File: src/cpo_pkg.sv
package cpo_pkg;

    localparam int unsigned MAX_POINTS_DEF  = 1024;
    localparam int unsigned MAX_CURVES_DEF  = 256;
    localparam int unsigned QUEUE_DEPTH_DEF = 4;

    localparam int FUNC_W  = 2;
    localparam int IDX_W   = 21;
    localparam int CIDX_W  = 8;
    localparam int START_W = 10;
    localparam int SIZE_W  = 11;
    localparam int NB_W    = 10;
    localparam int CFG_W   = 11;

    // signed working width of point arithmetic: index, offset and start differences
    localparam int WORK_W = IDX_W + 3;

    localparam logic [CFG_W-1:0] CFG_RESET = CFG_W'(1);

    typedef enum logic [FUNC_W-1:0] {
        FUNC_MAP_LOAD   = 2'd0,
        FUNC_CURVE_LOAD = 2'd1,
        FUNC_QUERY      = 2'd2
    } func_t;

    typedef struct packed {
        logic               closed;
        logic [START_W-1:0] start;
        logic [SIZE_W-1:0]  size;
    } curve_t;

    // classified query handed from the front to the back
    typedef struct packed {
        logic                     closed;
        logic                     ok;
        logic [START_W-1:0]       start;
        logic [SIZE_W-1:0]        size;
        logic [NB_W-1:0]          nb_open;
        logic signed [WORK_W-1:0] x;
    } work_t;

    // one stage of the remainder pipeline
    typedef struct packed {
        logic               closed;
        logic               ok;
        logic               neg;
        logic [START_W-1:0] start;
        logic [SIZE_W-1:0]  size;
        logic [NB_W-1:0]    nb_open;
        logic [WORK_W-1:0]  mag;
        logic [SIZE_W:0]    rem;
    } div_t;

endpackage

File: src/cpo_out_if.sv
interface cpo_out_if;
    logic                       valid;
    logic                       ready;
    logic [cpo_pkg::NB_W-1:0]   neighbor_index;
    logic                       valid_offset;

    modport source (
        output valid, neighbor_index, valid_offset,
        input  ready
    );

    modport sink (
        input  valid, neighbor_index, valid_offset,
        output ready
    );
endinterface

File: src/cpo_back.sv
module cpo_back (
    input  logic             clk,
    input  logic             rst_n,
    input  cpo_pkg::work_t   head,
    input  logic             empty,
    output logic             pop,
    cpo_out_if.source        result
);

    localparam int W  = cpo_pkg::WORK_W;
    localparam int SW = cpo_pkg::SIZE_W;
    localparam int NW = cpo_pkg::NB_W;

    cpo_pkg::div_t   st_reg [W+1];
    logic            v_reg  [W+1];
    cpo_pkg::div_t   st0_next;
    cpo_pkg::div_t   fin;
    logic            adv;
    logic            out_v_reg;
    logic [NW-1:0]   nb_reg;
    logic            ok_reg;
    logic [NW-1:0]   nb_next;
    logic [SW-1:0]   m;
    logic [SW-1:0]   r;

    // one quotient bit of |x| / size per stage, remainder kept
    function automatic cpo_pkg::div_t div_step(input cpo_pkg::div_t s);
        cpo_pkg::div_t n;
        logic [SW:0]   t;
        n = s;
        t = {s.rem[SW-1:0], s.mag[W-1]};
        if (t >= {1'b0, s.size})
        begin
            t = t - {1'b0, s.size};
        end
        n.rem = t;
        n.mag = {s.mag[W-2:0], 1'b0};
        return n;
    endfunction

    assign adv = !out_v_reg || result.ready;
    assign pop = adv && !empty;

    always_comb
    begin
        st0_next.closed  = head.closed;
        st0_next.ok      = head.ok;
        st0_next.neg     = head.x[W-1];
        st0_next.start   = head.start;
        st0_next.size    = head.size;
        st0_next.nb_open = head.nb_open;
        st0_next.mag     = head.x[W-1] ? W'(-head.x) : W'(head.x);
        st0_next.rem     = '0;
    end

    always_ff @(posedge clk or negedge rst_n)
    begin
        if (!rst_n)
        begin
            for (int k = 0; k <= W; k++)
            begin
                v_reg[k] <= 1'b0;
            end
            out_v_reg <= 1'b0;
        end
        else if (adv)
        begin
            v_reg[0] <= pop;
            for (int k = 0; k < W; k++)
            begin
                v_reg[k+1] <= v_reg[k];
            end
            out_v_reg <= v_reg[W];
        end
    end

    always_ff @(posedge clk)
    begin
        if (adv)
        begin
            st_reg[0] <= st0_next;
            for (int k = 0; k < W; k++)
            begin
                st_reg[k+1] <= div_step(st_reg[k]);
            end
            nb_reg <= nb_next;
            ok_reg <= fin.ok;
        end
    end

    // truncated remainder to periodic remainder, then back to a point index
    assign fin = st_reg[W];
    assign m   = fin.rem[SW-1:0];

    always_comb
    begin
        if (fin.size == '0)
        begin
            r = '0;
        end
        else if (fin.neg && (m != '0))
        begin
            r = fin.size - m;
        end
        else
        begin
            r = m;
        end
        if (fin.closed)
        begin
            nb_next = NW'((SW+1)'(fin.start) + (SW+1)'(r));
        end
        else
        begin
            nb_next = fin.nb_open;
        end
    end

    assign result.valid          = out_v_reg;
    assign result.neighbor_index = nb_reg;
    assign result.valid_offset   = ok_reg;

endmodule

File: src/flat_wrapper.sv
// flat-port wrapper written by rule: the top's interface ports become plain ports
module cpo_back_flat 
  (clk, rst_n, head, empty, pop, result_valid, result_neighbor_index, result_valid_offset, result_ready);
  cpo_out_if result_i ();
  input  logic clk;
  input  logic rst_n;
  input  cpo_pkg::work_t head;
  input  logic empty;
  output logic pop;
  output wire logic [$bits(result_i.valid)-1:0] result_valid;
  output wire logic [$bits(result_i.neighbor_index)-1:0] result_neighbor_index;
  output wire logic [$bits(result_i.valid_offset)-1:0] result_valid_offset;
  input wire logic [$bits(result_i.ready)-1:0] result_ready;
  assign result_valid = result_i.valid;
  assign result_neighbor_index = result_i.neighbor_index;
  assign result_valid_offset = result_i.valid_offset;
  assign result_i.ready = result_ready;
  cpo_back u_core (.clk(clk), .rst_n(rst_n), .head(head), .empty(empty), .pop(pop), .result(result_i));
endmodule
File: config.mk
export PLATFORM = sky130hd
export DESIGN_NAME = cpo_back_flat
export DESIGN_NICKNAME = d
export VERILOG_FILES = /design/src/cpo_pkg.sv /design/src/cpo_out_if.sv /design/src/cpo_back.sv /design/src/flat_wrapper.sv
export SDC_FILE = /design/constraint.sdc
export NUM_CORES = 2
export LEC_CHECK = 0
export BUFFER_PORTS_ARGS = -buffer_cell sky130_fd_sc_hd__buf_2
export CORE_AREA = 5 5 452 454
export DETAILED_ROUTE_END_ITERATION = 8
export DIE_AREA = 0 0 457 459
export PLACE_DENSITY = 0.45
export SETUP_SLACK_MARGIN = 0.4
export SLEW_MARGIN = 20
export SYNTH_ARGS = -nofsm -noshare
export SYNTH_HDL_FRONTEND = slang
export SYNTH_SLANG_ARGS = --single-unit
File: constraint.sdc
create_clock -name clk -period 82.9 [get_ports clk]
set_clock_uncertainty 0.2 [all_clocks]
set_input_delay 12.435 -clock clk [delete_from_list [all_inputs] [get_ports clk]]
set_output_delay 12.435 -clock clk [all_outputs]
set_load 0.05 [all_outputs]
Yosys cells after proc, flatten, opt, wreduce, memory -nomap -nowiden
Memories as Yosys holds them, arrays and structs flattened.
Index checks and enable logic that the tools add are counted.
{"block": "word_totals", "register_bits": 37, "mem_bits_rw": 1750, "output_inout_bits": 13, "mem_count": 1}
{"memory": "u_core.st_reg", "depth": 25, "width": 70, "rd": 25, "rd_clocked_by_memory_dff": 0, "write_ports": 25, "line_no": "cpo_back.sv:14", "source": "cpo_pkg::div_t st_reg [W+1];"}
{"block": "op_classes", "add_sub_neg": 27, "magnitude_cmp": 24, "n_mux": 54, "reduce_logical": 7}
{"operator": "$mux W12", "count": 48}
{"operator": "$ge A12 B11 Y1", "count": 24}
{"operator": "$sub A12 B11 Y12", "count": 24}
{"operator": "$mux W10", "count": 3}
{"operator": "$mux W24", "count": 1}
{"operator": "$neg A24 Y24", "count": 1}
{"operator": "$logic_not A11 Y1", "count": 1}
{"operator": "$reduce_bool A11 Y1", "count": 1}
{"operator": "$add A10 B10 Y10", "count": 1}
{"operator": "$sub A10 B10 Y10", "count": 1}
{"operator": "$logic_and A1 B1 Y1", "count": 2}
{"operator": "$logic_not A1 Y1", "count": 2}
{"operator": "$mux W1", "count": 2}
{"operator": "$logic_or A1 B1 Y1", "count": 1}

Depth between registers and ports, before layout
An unclocked memory read counts as a cell.
{"block": "logic_depth", "depth_word": 7, "mapped_depth": 19, "mapped_depth_nobuf": 19}

Worst setup path after synthesis
Ideal clock, no wire load.
{"block": "synth_timing", "path_type": "input to register", "from": "input port result_ready", "to": "register u_core.nb_reg[0], in the netlist u_core.result.neighbor_index[0], enable pin", "arrival_ns": 51.227, "t_required_ns": 80.357, "setup_slack_ns": 29.130, "cell_stages": 4, "n_path_buf": 2, "cell_sequence": "nor2b_1 -> clkbuf_1 -> clkinv_1 -> clkbuf_1"}
{"block": "synth_between", "elab_chain_cells": 1}
{"item": "start: declaration", "line_no": "flat_wrapper.sv:13", "source": "input wire logic [$bits(result_i.ready)-1:0] result_ready;"}
{"item": "$logic_or A1 B1 Y1", "line_no": "cpo_back.sv:41", "source": "assign adv = !out_v_reg || result.ready;"}
{"item": "end signal: assignment", "line_no": "cpo_back.sv:86", "source": "nb_reg <= nb_next;"}
{"item": "end: declaration", "line_no": "cpo_back.sv:20", "source": "logic [NW-1:0] nb_reg;"}
Every way passes these cells.
A chain may end at the register's enable or synchronous reset.

Final worst setup path
{"block": "layout_timing", "from": "input port result_ready", "to": "output port pop"}
{"block": "layout_between", "elab_chain_cells": 2}
{"item": "$logic_or A1 B1 Y1", "line_no": "cpo_back.sv:41"}
{"item": "$logic_and A1 B1 Y1", "line_no": "cpo_back.sv:42", "source": "assign pop = adv && !empty;"}
{"item": "end: declaration", "line_no": "flat_wrapper.sv:9", "source": "output logic pop;"}
Every way passes these cells.

==> flow_metrics.tcl <==
set metrics [dict create \
    cts_resized 0 \
    grt_pass1_wl_um 161000 \
    crit_required_ps 70260 \
    timing_hold_violations_final 0 \
    wirelength_um 99200 \
    startpoint "result_ready" \
    rows 164 \
    path_clk_slew_ps 60 \
    crit_type "input pin to output port" \
    synth_edf_count 1425 \
    track_usage_pct 9.37 \
    nets 4432 \
    dr.pass1.iters 5 \
    period_share_pct 31.5 \
    drtIter0Drc 1669 \
    cts-root-buf "clkbuf_16" \
    design.core.area_um2 199000 \
    post_cts_buffers 0 \
    worst_hold_slack_ps 200 \
    dieArea_um2 210000 \
    clk_path_buf_depth 3 \
    drc_errors 0 \
    clock.fmax_mhz 38.3 \
    yosys_warnings 0 \
    worstSetupEndpointType "output port" \
    largest_reg_flops 1414 \
    syn_to_final_growth_pct 15.1 \
    ys_types 62 \
    async_flop_share_pct 1.79 \
    cts_buffers 160 \
    layout_commonest_cell "edfxtp_1" \
    grt_max_degree 197 \
    place_ws_ps 56400 \
    syn_nets 4204 \
    start_util_pct 29.8 \
    syn-instance-count 3844 \
    critPathArrivalTime_ps 13470 \
    grt_pass1_vias 30679 \
    synth_area_um2 59400 \
    cts-htree-levels 4 \
    ant_nets 0 \
    hold_buffers 0 \
    vias 29677 \
    syn_avg_cell_area_um2 15.5 \
    setup_slack_ps 56790 \
    drv_cap 0 \
    slew_headroom_pct 27.4 \
    rsz0062_at_grt "no" \
    cts.sink_count 1451 \
    setup_violations 0 \
    stdcell_count 6861 \
    hp-class "flop to flop" \
    vias_per_cell 4.33 \
    gp_congestion 0.763 \
    port_buffers 73 \
    dieWidth_um 457 \
    hp-start "u_core.st_reg[0][664]$_DFFE_PN_" \
    synth-seq-cells 1451 \
    clk-insertion-delay-late_ps 780 \
    placed_cells 6566 \
    avgRoutedWirePerCell_um 14.5 \
    critPathMaxFanout 27 \
    worst_pin_slew_ps 1090 \
    mostFrequentLayoutCells "edfxtp_1, inv_1, a21oi_1, ha_1, nor2_1" \
    layout-drive-gt1-share_pct 10.5 \
    crit_path_start_kind "input pin" \
    finalCriticalPeriod_ps 26110 \
    antenna_found_initial 1 \
    synth-seq-area-share_pct 73.1 \
    status "finished, final reports clean" \
    die_h_um 459 \
    synthFlopType "edfxtp_1" \
    grt_overflow 0 \
    drv_slew 0 \
    tns_ps 0 \
    dp_hpwl_um 64500 \
    boundaryPins 74 \
    r2r-start "u_core.result.valid$_DFFE_PN0N_" \
    cts_tree "done" \
]
[through the flow]
step	utilization [%]	area (µm²)
floorplan	-	59400
global placement	31.7	63200
detailed placement	31.7	63200
CTS	34.3	68400
global route	34.3	68400
finish	34.3	68400
[metal layers]
| layer | part of all wire (%) | routed length [µm] | vias to the layer above | GRT usage, % |
|---|---|---|---|---|
| li1 | - | - | 14845 | - |
| met5 | 0 | 0 | - | 0 |
| met4 | 3.3 | 3310 | 0 | 3.65 |
| met2 | 48 | 47200 | 361 | 15.7 |
| met1 | 45 | 44700 | 14252 | 11.8 |
| met3 | 4.0 | 3950 | 219 | 2.27 |
[worst max-delay path, cell delays in order]
cell,delay [ps]
buf_2,110
nor2b_4,550
nor2_1,120
buf_2,250
[cell families after synthesis]
group | count (synthesis) | share of synthesized area, %
and+or+nand+nor | 808 | 6.59
muxes | 86 | 1.60
adders and majority gates | 299 | 6.61
DFF | 1451 | 73.1
xor gates and xnor gates | 216 | 3.18
buffers and inverters | 374 | 2.36
AOI/OAI and AO/OA | 610 | 6.58
[cell usage after synthesis, types with 2 or more instances]
library cell,count,area (µm²)
edfxtp_1,1425,42800
inv_1,342,1280
a21oi_1,275,1380
ha_1,274,3430
nor2_1,269,1010
nand2_1,178,668
xnor2_1,112,981
xor2_1,104,911
a21o_1,88,661
o21ai_0,79,395
mux2_2,70,788
nor3_1,70,350
nor2b_1,49,307
or3_1,38,238
nand2b_1,37,231
nand4_1,32,200
clkbuf_1,27,101
dfrtp_1,26,651
fa_1,25,500
nand3_1,25,125
nor4_1,25,156
and3_1,22,138
a311oi_1,18,158
nand3b_1,17,128
a211oi_1,16,120
a221oi_1,16,140
and4_1,16,140
mux2i_1,16,160
o21a_1,16,120
o41ai_1,16,140
o211ai_1,15,113
o221ai_2,15,225
a31oi_1,14,87.6
o31ai_1,13,97.6
and2_1,11,68.8
or2_2,10,62.6
o221ai_1,8,70.1
buf_1,4,15.0
o31a_1,4,35.0
o21bai_1,2,15.0
o22ai_1,2,12.5
o311a_1,2,20.0
or3_4,2,22.5
[layout make-up]
| type | count | area, µm² |
|---|---|---|
| Timing Repair Buffer | 97 | 574 |
| Clock buffer | 189 | 4140 |
| Fill cell | 19098 | 131000 |
| Sequential cell | 1451 | 43400 |
| Multi-Input combinational cell | 2019 | 14600 |
| Tap cell | 2656 | 3320 |
| Inverter | 343 | 1290 |
| Clock inverter | 105 | 1040 |
| Antenna cell | 1 | 2.50 |
[worst paths after layout]
kind                                                    to  slack, ps  cells past startpoint
min reg2reg                u_core.st_reg[0][735]$_DFFE_PN_        200                      0
min in group asynchronous     u_core.v_reg[11]$_DFFE_PN0N_      11450                      1
max reg2reg                u_core.st_reg[0][283]$_DFFE_PN_      77500                      6
min                        u_core.st_reg[0][735]$_DFFE_PN_        200                      0
max in group asynchronous      u_core.v_reg[6]$_DFFE_PN0N_      70650                      1
max                                                    pop      56790                      4
Power is not shown: default switching activity piles up to over one toggle a cycle in this logic, so the estimate is an artifact.
