`src/cpo_pkg.sv`:
```
package cpo_pkg;

    localparam int unsigned MAX_POINTS_DEF  = 1024;
    localparam int unsigned MAX_CURVES_DEF  = 256;
    localparam int unsigned QUEUE_DEPTH_DEF = 4;

    localparam int FUNC_W  = 2;
    localparam int IDX_W   = 21;
    localparam int CIDX_W  = 8;
    localparam int START_W = 10;
    localparam int SIZE_W  = 11;
    localparam int NB_W    = 10;
    localparam int CFG_W   = 11;

    // signed working width of point arithmetic: index, offset and start differences
    localparam int WORK_W = IDX_W + 3;

    localparam logic [CFG_W-1:0] CFG_RESET = CFG_W'(1);

    typedef enum logic [FUNC_W-1:0] {
        FUNC_MAP_LOAD   = 2'd0,
        FUNC_CURVE_LOAD = 2'd1,
        FUNC_QUERY      = 2'd2
    } func_t;

    typedef struct packed {
        logic               closed;
        logic [START_W-1:0] start;
        logic [SIZE_W-1:0]  size;
    } curve_t;

    // classified query handed from the front to the back
    typedef struct packed {
        logic                     closed;
        logic                     ok;
        logic [START_W-1:0]       start;
        logic [SIZE_W-1:0]        size;
        logic [NB_W-1:0]          nb_open;
        logic signed [WORK_W-1:0] x;
    } work_t;

    // one stage of the remainder pipeline
    typedef struct packed {
        logic               closed;
        logic               ok;
        logic               neg;
        logic [START_W-1:0] start;
        logic [SIZE_W-1:0]  size;
        logic [NB_W-1:0]    nb_open;
        logic [WORK_W-1:0]  mag;
        logic [SIZE_W:0]    rem;
    } div_t;

endpackage

```
`src/cpo_queue.sv`:
```
module cpo_queue #(
    parameter int unsigned DEPTH = cpo_pkg::QUEUE_DEPTH_DEF
) (
    input  logic                           clk,
    input  logic                           rst_n,
    input  logic                           push,
    input  cpo_pkg::work_t                 push_data,
    input  logic                           pop,
    output cpo_pkg::work_t                 head,
    output logic                           empty,
    output logic [$clog2(DEPTH+1)-1:0]     count
);

    localparam int AW   = (DEPTH > 1) ? $clog2(DEPTH) : 1;
    localparam int CNTW = $clog2(DEPTH + 1);

    cpo_pkg::work_t  entries_reg [DEPTH];
    logic [AW-1:0]   wr_ptr_reg;
    logic [AW-1:0]   rd_ptr_reg;
    logic [CNTW-1:0] count_reg;
    logic [AW-1:0]   wr_ptr_next;
    logic [AW-1:0]   rd_ptr_next;
    logic [CNTW-1:0] count_next;

    always_comb
    begin
        wr_ptr_next = wr_ptr_reg;
        rd_ptr_next = rd_ptr_reg;
        count_next  = count_reg;
        if (push)
        begin
            wr_ptr_next = (wr_ptr_reg == AW'(DEPTH - 1)) ? '0 : wr_ptr_reg + AW'(1);
        end
        if (pop)
        begin
            rd_ptr_next = (rd_ptr_reg == AW'(DEPTH - 1)) ? '0 : rd_ptr_reg + AW'(1);
        end
        if (push && !pop)
        begin
            count_next = count_reg + CNTW'(1);
        end
        else if (pop && !push)
        begin
            count_next = count_reg - CNTW'(1);
        end
    end

    always_ff @(posedge clk or negedge rst_n)
    begin
        if (!rst_n)
        begin
            wr_ptr_reg <= '0;
            rd_ptr_reg <= '0;
            count_reg  <= '0;
        end
        else
        begin
            wr_ptr_reg <= wr_ptr_next;
            rd_ptr_reg <= rd_ptr_next;
            count_reg  <= count_next;
        end
    end

    always_ff @(posedge clk)
    begin
        if (push)
        begin
            entries_reg[wr_ptr_reg] <= push_data;
        end
    end

    assign head  = entries_reg[rd_ptr_reg];
    assign empty = (count_reg == '0);
    assign count = count_reg;

endmodule

```
`config.mk`:
```
export PLATFORM = sky130hd
export DESIGN_NAME = cpo_queue
export DESIGN_NICKNAME = d
export VERILOG_FILES = /design/src/cpo_pkg.sv /design/src/cpo_queue.sv
export SDC_FILE = /design/constraint.sdc
export NUM_CORES = 1
export LEC_CHECK = 0
export BUFFER_PORTS_ARGS = -buffer_cell sky130_fd_sc_hd__clkbuf_2
export CAP_MARGIN = 20
export CELL_PAD_IN_SITES_DETAIL_PLACEMENT = 0
export CELL_PAD_IN_SITES_GLOBAL_PLACEMENT = 2
export CORE_MARGIN = 1.5
export CORE_UTILIZATION = 47
export CTS_BUF_LIST = sky130_fd_sc_hd__clkbuf_8
export DETAILED_ROUTE_END_ITERATION = 12
export PLACE_DENSITY = 0.85
export SKIP_CTS_REPAIR_TIMING = 1
export SLEW_MARGIN = 20
export SYNTH_ARGS = -nofsm -noshare
export SYNTH_HDL_FRONTEND = slang
export SYNTH_SLANG_ARGS = --single-unit
```
`constraint.sdc`:
```
create_clock -name clk -period 3.29 [get_ports clk]
set_clock_uncertainty 0.05 [all_clocks]
set_input_delay 0 -clock clk [delete_from_list [all_inputs] [get_ports clk]]
set_output_delay 0 -clock clk [all_outputs]
set_load 0.02 [all_outputs]
```
Word level (Yosys, flattened, before mapping)

Memories as Yosys holds them, arrays and structs flattened.
Index checks and enable logic that the tools add are counted.

Bits in registers: 7
Bits in writable memories: 228
Input bits: 61
Memories: 1

Memory list:

| name        | words | width | rd ports | clocked after Yosys merged registers in | write ports | RTL line        | source |
|---|---|---|---|---|---|---|---|
| entries_reg | 4     | 57    | 1        | 0                                       | 1           | cpo_queue.sv:17 | `cpo_pkg::work_t entries_reg [DEPTH];` |

$add $sub $neg: 4
Eq/ne operators: 2
Muxes and demuxes: 6
Reductions and logical operators: 6

Operators by type and width:

| operator                                         | number |
|---|---|
| 2-to-1 mux 3 bit                                 | 2 |
| adder 2 x 1 -> 2 bit, second input constant      | 2 |
| equality test 2 bit, second input constant       | 2 |
| 2-to-1 mux 2 bit                                 | 2 |
| adder 3 x 1 -> 3 bit, second input constant      | 1 |
| logical NOT 3 bit                                | 1 |
| subtractor 3 x 1 -> 3 bit, second input constant | 1 |
| logical AND 1 bit                                | 2 |
| logical NOT 1 bit                                | 2 |
| 2-to-1 mux 1 bit                                 | 2 |
| nonzero test 2 bit                               | 1 |

Longest topological paths before layout

Gate-level depths: netlist (run 1).

Depth after elaboration: 4
Gate-level depth with buffers: 7
Depth with buffers taken out: 7

Worst setup path after synthesis (run 1)

Ideal clock, no wire load.

Kind: register to register
From: register wr_ptr_reg[0]
To: memory entries_reg[0][0] (netlist bit), enable pin
Arrival: 1973 ps
Required time: 2819 ps
Slack: 847 ps
Stages on the path, launching flop included: 4
Clock period less this slack: 2443 ps
Cell sequence: dfrtp_1 -> inv_1 -> ha_1 -> and2_1

RTL lines:

| what                     | RTL line        | source |
|---|---|---|
| start: declaration       | cpo_queue.sv:18 | `logic [AW-1:0] wr_ptr_reg;` |
| start signal: assignment | cpo_queue.sv:58 | `wr_ptr_reg <= wr_ptr_next;` |
| end: declaration         | cpo_queue.sv:17 |  |

Straight into the memory's write port.

==> results.sh, run 1 <==
export IMPL_wl_per_cell_um=19.5
export IMPL_max_cap_violations=0
export IMPL_overflow=0
export IMPL_cellPowerDensity_nw_per_um2=851
export IMPL_chipWidth_um=139
export IMPL_stdcell_area_um2=10800
export IMPL_fin_tns_setup_ns=0
export IMPL_synth_cell_type_count=19
export IMPL_clk_latency_ns=0.51
export IMPL_start_util=0.479
export IMPL_clockBufferDepth=3
export IMPL_antenna_found_initial=0
export IMPL_slew_headroom=0.380
export IMPL_syn_avg_cell_area_um2=25.9
export IMPL_arrival_ns=2.44
export IMPL_r2r_slack_ns=1.40
export IMPL_synth_top_area_cell="edfxtp_1"
export IMPL_rsz0062_at_grt="false"
export IMPL_clock_sinks=235
export IMPL_cts_reportedPaths_clkPinSlew_ns=0.06
export IMPL_io_buffers=121
export IMPL_htreeDepth=2
export IMPL_cp_top_family="flip-flops"
export IMPL_rows=49
export IMPL_cp_cell_sequence="buf_12 -> mux4_2 -> clkbuf_2"
export IMPL_synth_area_top_cells="edfxtp_1 (79%), mux4_2 (15%), dfrtp_1 (2.0%)"
export IMPL_coreArea_um2=18000
export IMPL_grt_use_total=0.160
export IMPL_cp_max_fo=33
export IMPL_grt_pass1_vias=4354
export IMPL_clock_fmax_ghz=0.402
export IMPL_worst_path_buf_inv=2
export IMPL_cts_root_buffer="clkbuf_8"
export IMPL_post_route_period_util=0.756
export IMPL_cts_buffers_inserted=38
export IMPL_place_hpwl_um=8230
export IMPL_dieArea_um2=19200
export IMPL_hold_violations=0
export IMPL_wirelength_um=15500
export IMPL_num_nets_final=613
export IMPL_setup_viol_count_final=0
export IMPL_vias=4120
export IMPL_antennaDiodeCount=0
export IMPL_io_pins=122
export IMPL_layout_commonest_cell="edfxtp_1"
export IMPL_status="finished, final reports clean"
export IMPL_gp_congestion=0.656
export IMPL_ys_warn_count=0
export IMPL_syn2layout_area_growth_pct=24.6
export IMPL_synth_seq_cells=235
export IMPL_dr_first_iter_drc_count=303
export IMPL_final_util=0.598
export IMPL_synth_cells=334
export IMPL_postPlaceCellArea_um2=9480
export IMPL_hold_class="in2reg"
export IMPL_drc=0
export IMPL_synth_top_area_share=0.792
export IMPL_slowest_stage="dfrtp_4"
export IMPL_largest_register_ffs=228
export IMPL_layout_setup_ws_ns=0.802
export IMPL_p_leak_nw=3.83
export IMPL_dp_cells=673
export IMPL_detailedRoute_firstPassIterationCount=5
export IMPL_crit_required_ns=3.24
export IMPL_die_y_um=139
export IMPL_cts_tree="done"
export IMPL_grt_max_degree=58
export IMPL_synth_nets=402
export IMPL_cp_end_kind="output pin"
export IMPL_finalNonFillerCells=794
export IMPL_min_period_ns=2.49
export IMPL_total_power_mw=9.16
export IMPL_grt_pass1_wl_um=23400
export IMPL_crit_type="reg2out"
export IMPL_crit_path_max_incr_delay_ns=0.80
export IMPL_crit_path_start_kind="flip-flop"
export IMPL_slew_viol_final=0
export IMPL_drt_antenna_violating_nets=0
export IMPL_whs_ns=0.194
export IMPL_vias_per_cell=5.19
export IMPL_yosysSeqAreaShare=0.813
export IMPL_dp_slack_ns=1.25
export IMPL_drive_gt1_frac=0.411
export IMPL_synth_cell_area_um2=8640
export IMPL_tightest_slew_ns=0.929
export IMPL_final_cell_mix="edfxtp_1 (228), clkbuf_2 (121), dlygate4sd3_1 (61)"
export IMPL_ir_worst_vdd_mv=0.625
export IMPL_nFillCells=1317
## cells by family after synthesis
| kind of cell | after synthesis | synth area share |
|---|---|---|
| DFF | 235 | 0.813 |
| buffers and inverters | 17 | 0.0142 |
| xor gates and xnor gates | 3 | 0.00304 |
| AOI/OAI and AO/OA | 2 | 0.00116 |
| adders and majority gates | 7 | 0.0110 |
| and+or+nand+nor | 10 | 0.00565 |
| muxes | 60 | 0.152 |
## routing by layer
layer / share of wire / vias up / global-route usage / routed length, µm
met5: 0 / - / 0 / 0
li1: - / 1843 / - / -
met2: 0.50 / 133 / 0.260 / 7760
met4: 0.019 / 0 / 0.0554 / 295
met1: 0.42 / 2118 / 0.210 / 6540
met3: 0.056 / 26 / 0.0456 / 873
## Yosys cell counts
cell / number
inv_1: 4
o21ai_0: 2
fa_1: 1
buf_6: 1
xnor2_1: 1
ha_1: 6
buf_4: 4
nor2_1: 3
and2_1: 4
nand2_1: 2
buf_2: 3
dfrtp_1: 7
buf_12: 2
buf_1: 3
mux2_2: 3
nor3_1: 1
xor2_1: 2
edfxtp_1: 228
mux4_2: 57
## area by class of cell
cell class / instances / area, µm² / share of cell area
clock buffers: 39 / 537 / 0.0498
clock inverters: 21 / 141 / 0.0131
inverters: 4 / 15.0 / 0.00139
multi-input cells: 82 / 1510 / 0.140
flip-flops and latches: 235 / 7030 / 0.652
well taps: 229 / 287 / 0.0266
repair buffers: 184 / 1260 / 0.117
## worst paths after layout
kind                                     from            endpoint  cells after the start
worst max-delay path            rd_ptr_reg[0]            head[29]                      3
worst min-delay path            push_data[34]  entries_reg[2][34]                      2
worst max register to register  wr_ptr_reg[0]  entries_reg[0][17]                      3
worst min register to register       count[2]            count[2]                      1
max in group asynchronous               rst_n       rd_ptr_reg[0]                      3
min in group asynchronous               rst_n            count[2]                      3
## power breakdown
group,switching (mW),internal (mW)
combinational,1.52,1.19
clock,1.03,1.25
sequential,0.315,3.85
## worst reg2reg max path, stage by stage (launching register included)
cell     delay, ns
dfrtp_1       0.42
inv_1         0.11
ha_1          0.16
and2_4        0.73
Note: power is estimated with default switching activity, not from simulation.
==> run 2: changes to the inputs <==
Clock period 3.29 ns to 2.3 ns, I/O delays scaled along.
==> run 2 against run 1 <==
Net effect:
- clock power up 50%
- die area did not move
- sequential cell count did not move
- first-iteration DRC count is 30% lower
- hold slack got worse by 0.0032 ns
- core utilization rose by 1.2 points
- worst setup slack lost 0.66 ns
- critical path depth unchanged
- largest power group unchanged
- via count is 1.2% higher
- total power rose by 47%
- combinational power rose by 58%
==> results.sh, run 2 (same netlist as run 1, synthesis figures left out) <==
export IMPL_status="finished, final reports clean"
export IMPL_io_buffers=121
export IMPL_rows=49
export IMPL_die_y_um=139
export IMPL_drc=0
export IMPL_final_cell_mix="edfxtp_1 (228), clkbuf_2 (121), dlygate4sd3_1 (61)"
export IMPL_cp_cell_sequence="buf_4 -> mux4_2 -> clkbuf_2"
export IMPL_hold_violations=0
export IMPL_slew_headroom=0.746
export IMPL_layout_commonest_cell="edfxtp_1"
export IMPL_antennaDiodeCount=0
export IMPL_crit_required_ns=2.25
export IMPL_cts_reportedPaths_clkPinSlew_ns=0.06
export IMPL_worst_path_buf_inv=2
export IMPL_cp_max_fo=12
export IMPL_cellPowerDensity_nw_per_um2=1230
export IMPL_start_util=0.479
export IMPL_clk_latency_ns=0.51
export IMPL_drive_gt1_frac=0.433
export IMPL_io_pins=122
export IMPL_clock_fmax_ghz=0.464
export IMPL_setup_viol_count_final=0
export IMPL_cp_end_kind="output pin"
export IMPL_largest_register_ffs=228
export IMPL_min_period_ns=2.16
export IMPL_rsz0062_at_grt="false"
export IMPL_vias=4171
export IMPL_gp_congestion=0.734
export IMPL_max_cap_violations=0
export IMPL_overflow=0
export IMPL_antenna_found_initial=0
export IMPL_multiInputGateArea_um2=1510
export IMPL_nFillCells=1304
export IMPL_num_nets_final=627
export IMPL_grt_pass1_wl_um=24000
export IMPL_detailedRoute_firstPassIterationCount=4
export IMPL_dr_first_iter_drc_count=213
export IMPL_final_util=0.610
export IMPL_slew_viol_final=0
export IMPL_arrival_ns=2.11
export IMPL_cts_root_buffer="clkbuf_8"
export IMPL_regArea_um2=7030
export IMPL_post_route_period_util=0.937
export IMPL_ir_worst_vdd_mv=0.856
export IMPL_clockBufferDepth=3
export IMPL_crit_type="reg2out"
export IMPL_drt_antenna_violating_nets=0
export IMPL_total_power_mw=13.5
export IMPL_dieArea_um2=19200
export IMPL_hold_class="in2reg"
export IMPL_chipWidth_um=139
export IMPL_p_leak_nw=3.92
export IMPL_place_hpwl_um=9560
export IMPL_htreeDepth=2
export IMPL_clock_sinks=235
export IMPL_slowest_stage="dfrtp_4"
export IMPL_coreArea_um2=18000
export IMPL_wl_per_cell_um=19.5
export IMPL_grt_pass1_vias=4401
export IMPL_cts_buffers_inserted=39
export IMPL_syn2layout_area_growth_pct=27.2
export IMPL_tightest_slew_ns=0.381
export IMPL_cts_tree="done"
export IMPL_cp_top_family="flip-flops"
export IMPL_grt_use_total=0.165
export IMPL_crit_path_max_incr_delay_ns=0.61
export IMPL_crit_path_start_kind="flip-flop"
export IMPL_vias_per_cell=5.12
export IMPL_grt_max_degree=38
export IMPL_wirelength_um=15900
[run 2: cell count changes in the layout (fill, tap and decap cells not counted)]
cell	change
inv_6	-2
clkinv_1	+7
buf_12	+5
clkinv_2	+9
inv_1	-8
buf_8	+1
clkbuf_8	+2
buf_4	+7
[run 2: worst register-to-register path, cell delays in order, from the launching register on]
cell,delay [ns]
dfrtp_1,0.41
inv_1,0.11
ha_1,0.15
and2_4,0.38
buf_12,0.28
[run 2: cell type report]
cell class | instances | share of cell area
repair buffers | 197 | 0.130
well taps | 229 | 0.0261
inverters | 4 | 0.00137
clock inverters | 27 | 0.0150
flip-flops and latches | 235 | 0.639
multi-input cells | 82 | 0.137
clock buffers | 41 | 0.0513
[run 2: where the power goes]
group / total [mW] / switching (mW) / internal (mW) / leakage, nW
Combinational: 4.29 / 2.41 / 1.87 / 1.35
Sequential: 5.79 / 0.288 / 5.50 / 2.18
Clock: 3.41 / 1.53 / 1.87 / 0.402
Total: 13.5 / 4.24 / 9.25 / 3.92
[run 2: worst paths after layout]
kind | from | end | slack [ns] | cells past startpoint
max in group asynchronous | rst_n | rd_ptr_reg[0] | 1.53 | 3
min | push_data[46] | entries_reg[3][46] | 0.19 | 2
min in group asynchronous | rst_n | rd_ptr_reg[0] | 0.40 | 3
min reg2reg | count[2] | count[2] | 0.46 | 1
max | rd_ptr_reg[0] | head[21] | 0.14 | 3
max reg2reg | wr_ptr_reg[0] | entries_reg[0][33] | 0.61 | 4
[run 2: metrics by stage]
| stage | setup WS [ns] | area (µm²) | setup TNS, ns | cells | hold WS [ns] |
|---|---|---|---|---|---|
| finish | 0.145 | 11000 | 0 | 815 | 0.191 |
| global route | 0.0369 | 11000 | 0 | 815 | 0.183 |
| CTS | -0.0601 | 10400 | -0.846 | 753 | -0.759 |
| detailed placement | 0.502 | 9630 | 0 | 685 | -0.204 |
| global placement | 0.531 | 9630 | 0 | 685 | -0.207 |
| floorplan | 0.473 | 8650 | 0 | 334 | -0.346 |
[run 2: metal layers]
metal,global-route usage,vias up,share of wire
li1,-,1877,-
met1,0.208,2148,0.42
met2,0.280,124,0.51
met3,0.0487,22,0.053
met4,0.0510,0,0.016
met5,0,-,0
==> run 3: changes to the inputs <==
Settings changed: CORE_UTILIZATION 47 to 42, PLACE_DENSITY 0.85 to 0.81.
Clock period 2.3 ns to 1.9 ns, I/O delays scaled along.
==> run 3 against run 2 <==
Net effect:
- the run now ends with setup timing left
- via count up 1.7%
- worst setup slack got worse by 0.23 ns
- sequential share of layout area fell by 2.5 points
- global-route usage fell by 1.5 points
- critical path type unchanged
- largest power group unchanged
- total power grew 28%
- first-iteration DRC count down 23%
- hold slack better by 0.012 ns
- sequential power is 19% higher
- highest routed layer unchanged
==> results.sh, run 3 (same netlist as run 1, synthesis figures left out) <==
export IMPL_coreArea_um2=20200
export IMPL_drc=0
export IMPL_antenna_found_initial=0
export IMPL_grt_pass1_wl_um=24100
export IMPL_slew_viol_final=0
export IMPL_chipWidth_um=146
export IMPL_postPlaceCellArea_um2=9700
export IMPL_vias=4243
export IMPL_finalNonFillerCells=860
export IMPL_slew_headroom=0.749
export IMPL_post_route_period_util=1.05
export IMPL_cts_tree="done"
export IMPL_layout_commonest_cell="edfxtp_1"
export IMPL_syn2layout_area_growth_pct=32.3
export IMPL_p_leak_nw=4.07
export IMPL_antennaDiodeCount=0
export IMPL_crit_path_max_incr_delay_ns=0.52
export IMPL_crit_required_ns=1.85
export IMPL_wirelength_um=17000
export IMPL_io_buffers=121
export IMPL_cp_max_fo=8
export IMPL_slowest_stage="mux4_2"
export IMPL_hold_class="in2reg"
export IMPL_io_pins=122
export IMPL_grt_use_total=0.150
export IMPL_wl_per_cell_um=19.7
export IMPL_grt_pass1_vias=4456
export IMPL_crit_type="reg2out"
export IMPL_rows=52
export IMPL_total_power_mw=17.3
export IMPL_final_cell_mix="edfxtp_1 (228), clkbuf_2 (75), dlygate4sd3_1 (61)"
export IMPL_hold_violations=0
export IMPL_cp_cell_sequence="buf_12 -> clkbuf_16 -> mux4_2 -> buf_6"
export IMPL_violations="setup timing"
export IMPL_clock_fmax_ghz=0.503
export IMPL_start_util=0.427
export IMPL_arrival_ns=1.94
export IMPL_cts_reportedPaths_clkPinSlew_ns=0.06
export IMPL_rsz0062_at_grt="true"
export IMPL_cp_top_family="multiplexers"
export IMPL_cts_buffers_inserted=38
export IMPL_worst_path_buf_inv=3
export IMPL_drt_antenna_violating_nets=0
export IMPL_num_nets_final=636
export IMPL_grt_max_degree=46
export IMPL_min_period_ns=1.99
export IMPL_place_hpwl_um=9330
export IMPL_dieArea_um2=21400
export IMPL_layout_setup_ws_ns=-0.0880
export IMPL_drive_gt1_frac=0.434
export IMPL_dr_first_iter_drc_count=165
export IMPL_stdcell_area_um2=11400
export IMPL_fin_tns_setup_ns=-3.52
export IMPL_vias_per_cell=4.93
export IMPL_max_cap_violations=0
export IMPL_detailedRoute_firstPassIterationCount=4
export IMPL_ir_worst_vdd_mv=0.925
export IMPL_cellPowerDensity_nw_per_um2=1510
export IMPL_gp_congestion=0.675
export IMPL_tightest_slew_ns=0.376
export IMPL_cp_end_kind="output pin"
export IMPL_r2r_slack_ns=0.30
export IMPL_clk_latency_ns=0.49
export IMPL_clockBufferDepth=3
export IMPL_cts_root_buffer="clkbuf_8"
export IMPL_largest_register_ffs=228
export IMPL_dp_cells=725
export IMPL_status="finished with violations"
export IMPL_htreeDepth=2
export IMPL_die_y_um=146
export IMPL_setup_viol_count_final=57
export IMPL_overflow=0
export IMPL_clock_sinks=235
export IMPL_crit_path_start_kind="flip-flop"
-- run 3: final timing paths --
path | startpoint | to | depth (start not counted)
worst min register to register | count[2] | count[2] | 1
max in group asynchronous | rst_n | rd_ptr_reg[0] | 3
worst min-delay path | push_data[15] | entries_reg[0][15] | 2
worst max-delay path | rd_ptr_reg[0] | head[24] | 4
min in group asynchronous | rst_n | wr_ptr_reg[1] | 3
worst max register to register | wr_ptr_reg[0] | entries_reg[2][29] | 4
-- run 3: area by class of cell --
class                      instances  area [µm²]
multi-input combinational         82        1510
timing repair buffer             207        1890
sequential                       235        7030
inverter                           4        15.0
clock inverter                    23         120
clock buffer                      39         537
tap                              270         338
fill                            1533        8800
-- run 3: power by group --
group | internal [mW] | switching [mW] | leakage [nW]
clock network | 2.02 | 1.78 | 0.376
logic | 3.27 | 3.31 | 1.52
registers | 6.66 | 0.238 | 2.18
-- run 3: per-layer routing --
metal / global-route usage / share of wire / wire (µm)
met2: 0.253 / 0.51 / 8700
met5: 0 / 0 / 0
met3: 0.0431 / 0.054 / 911
met4: 0.0540 / 0.021 / 354
met1: 0.186 / 0.41 / 7020
-- run 3: stage by stage --
stage / hold WS, ns / util / worst slack, ns
2_1_floorplan: -0.346 / - / 0.0732
3_3_place_gp: -0.202 / 0.480 / 0.340
3_5_place_dp: -0.191 / 0.480 / 0.323
4_1_cts: -0.747 / 0.512 / -0.227
5_1_grt: 0.172 / 0.565 / -0.168
6_report: 0.203 / 0.565 / -0.0880
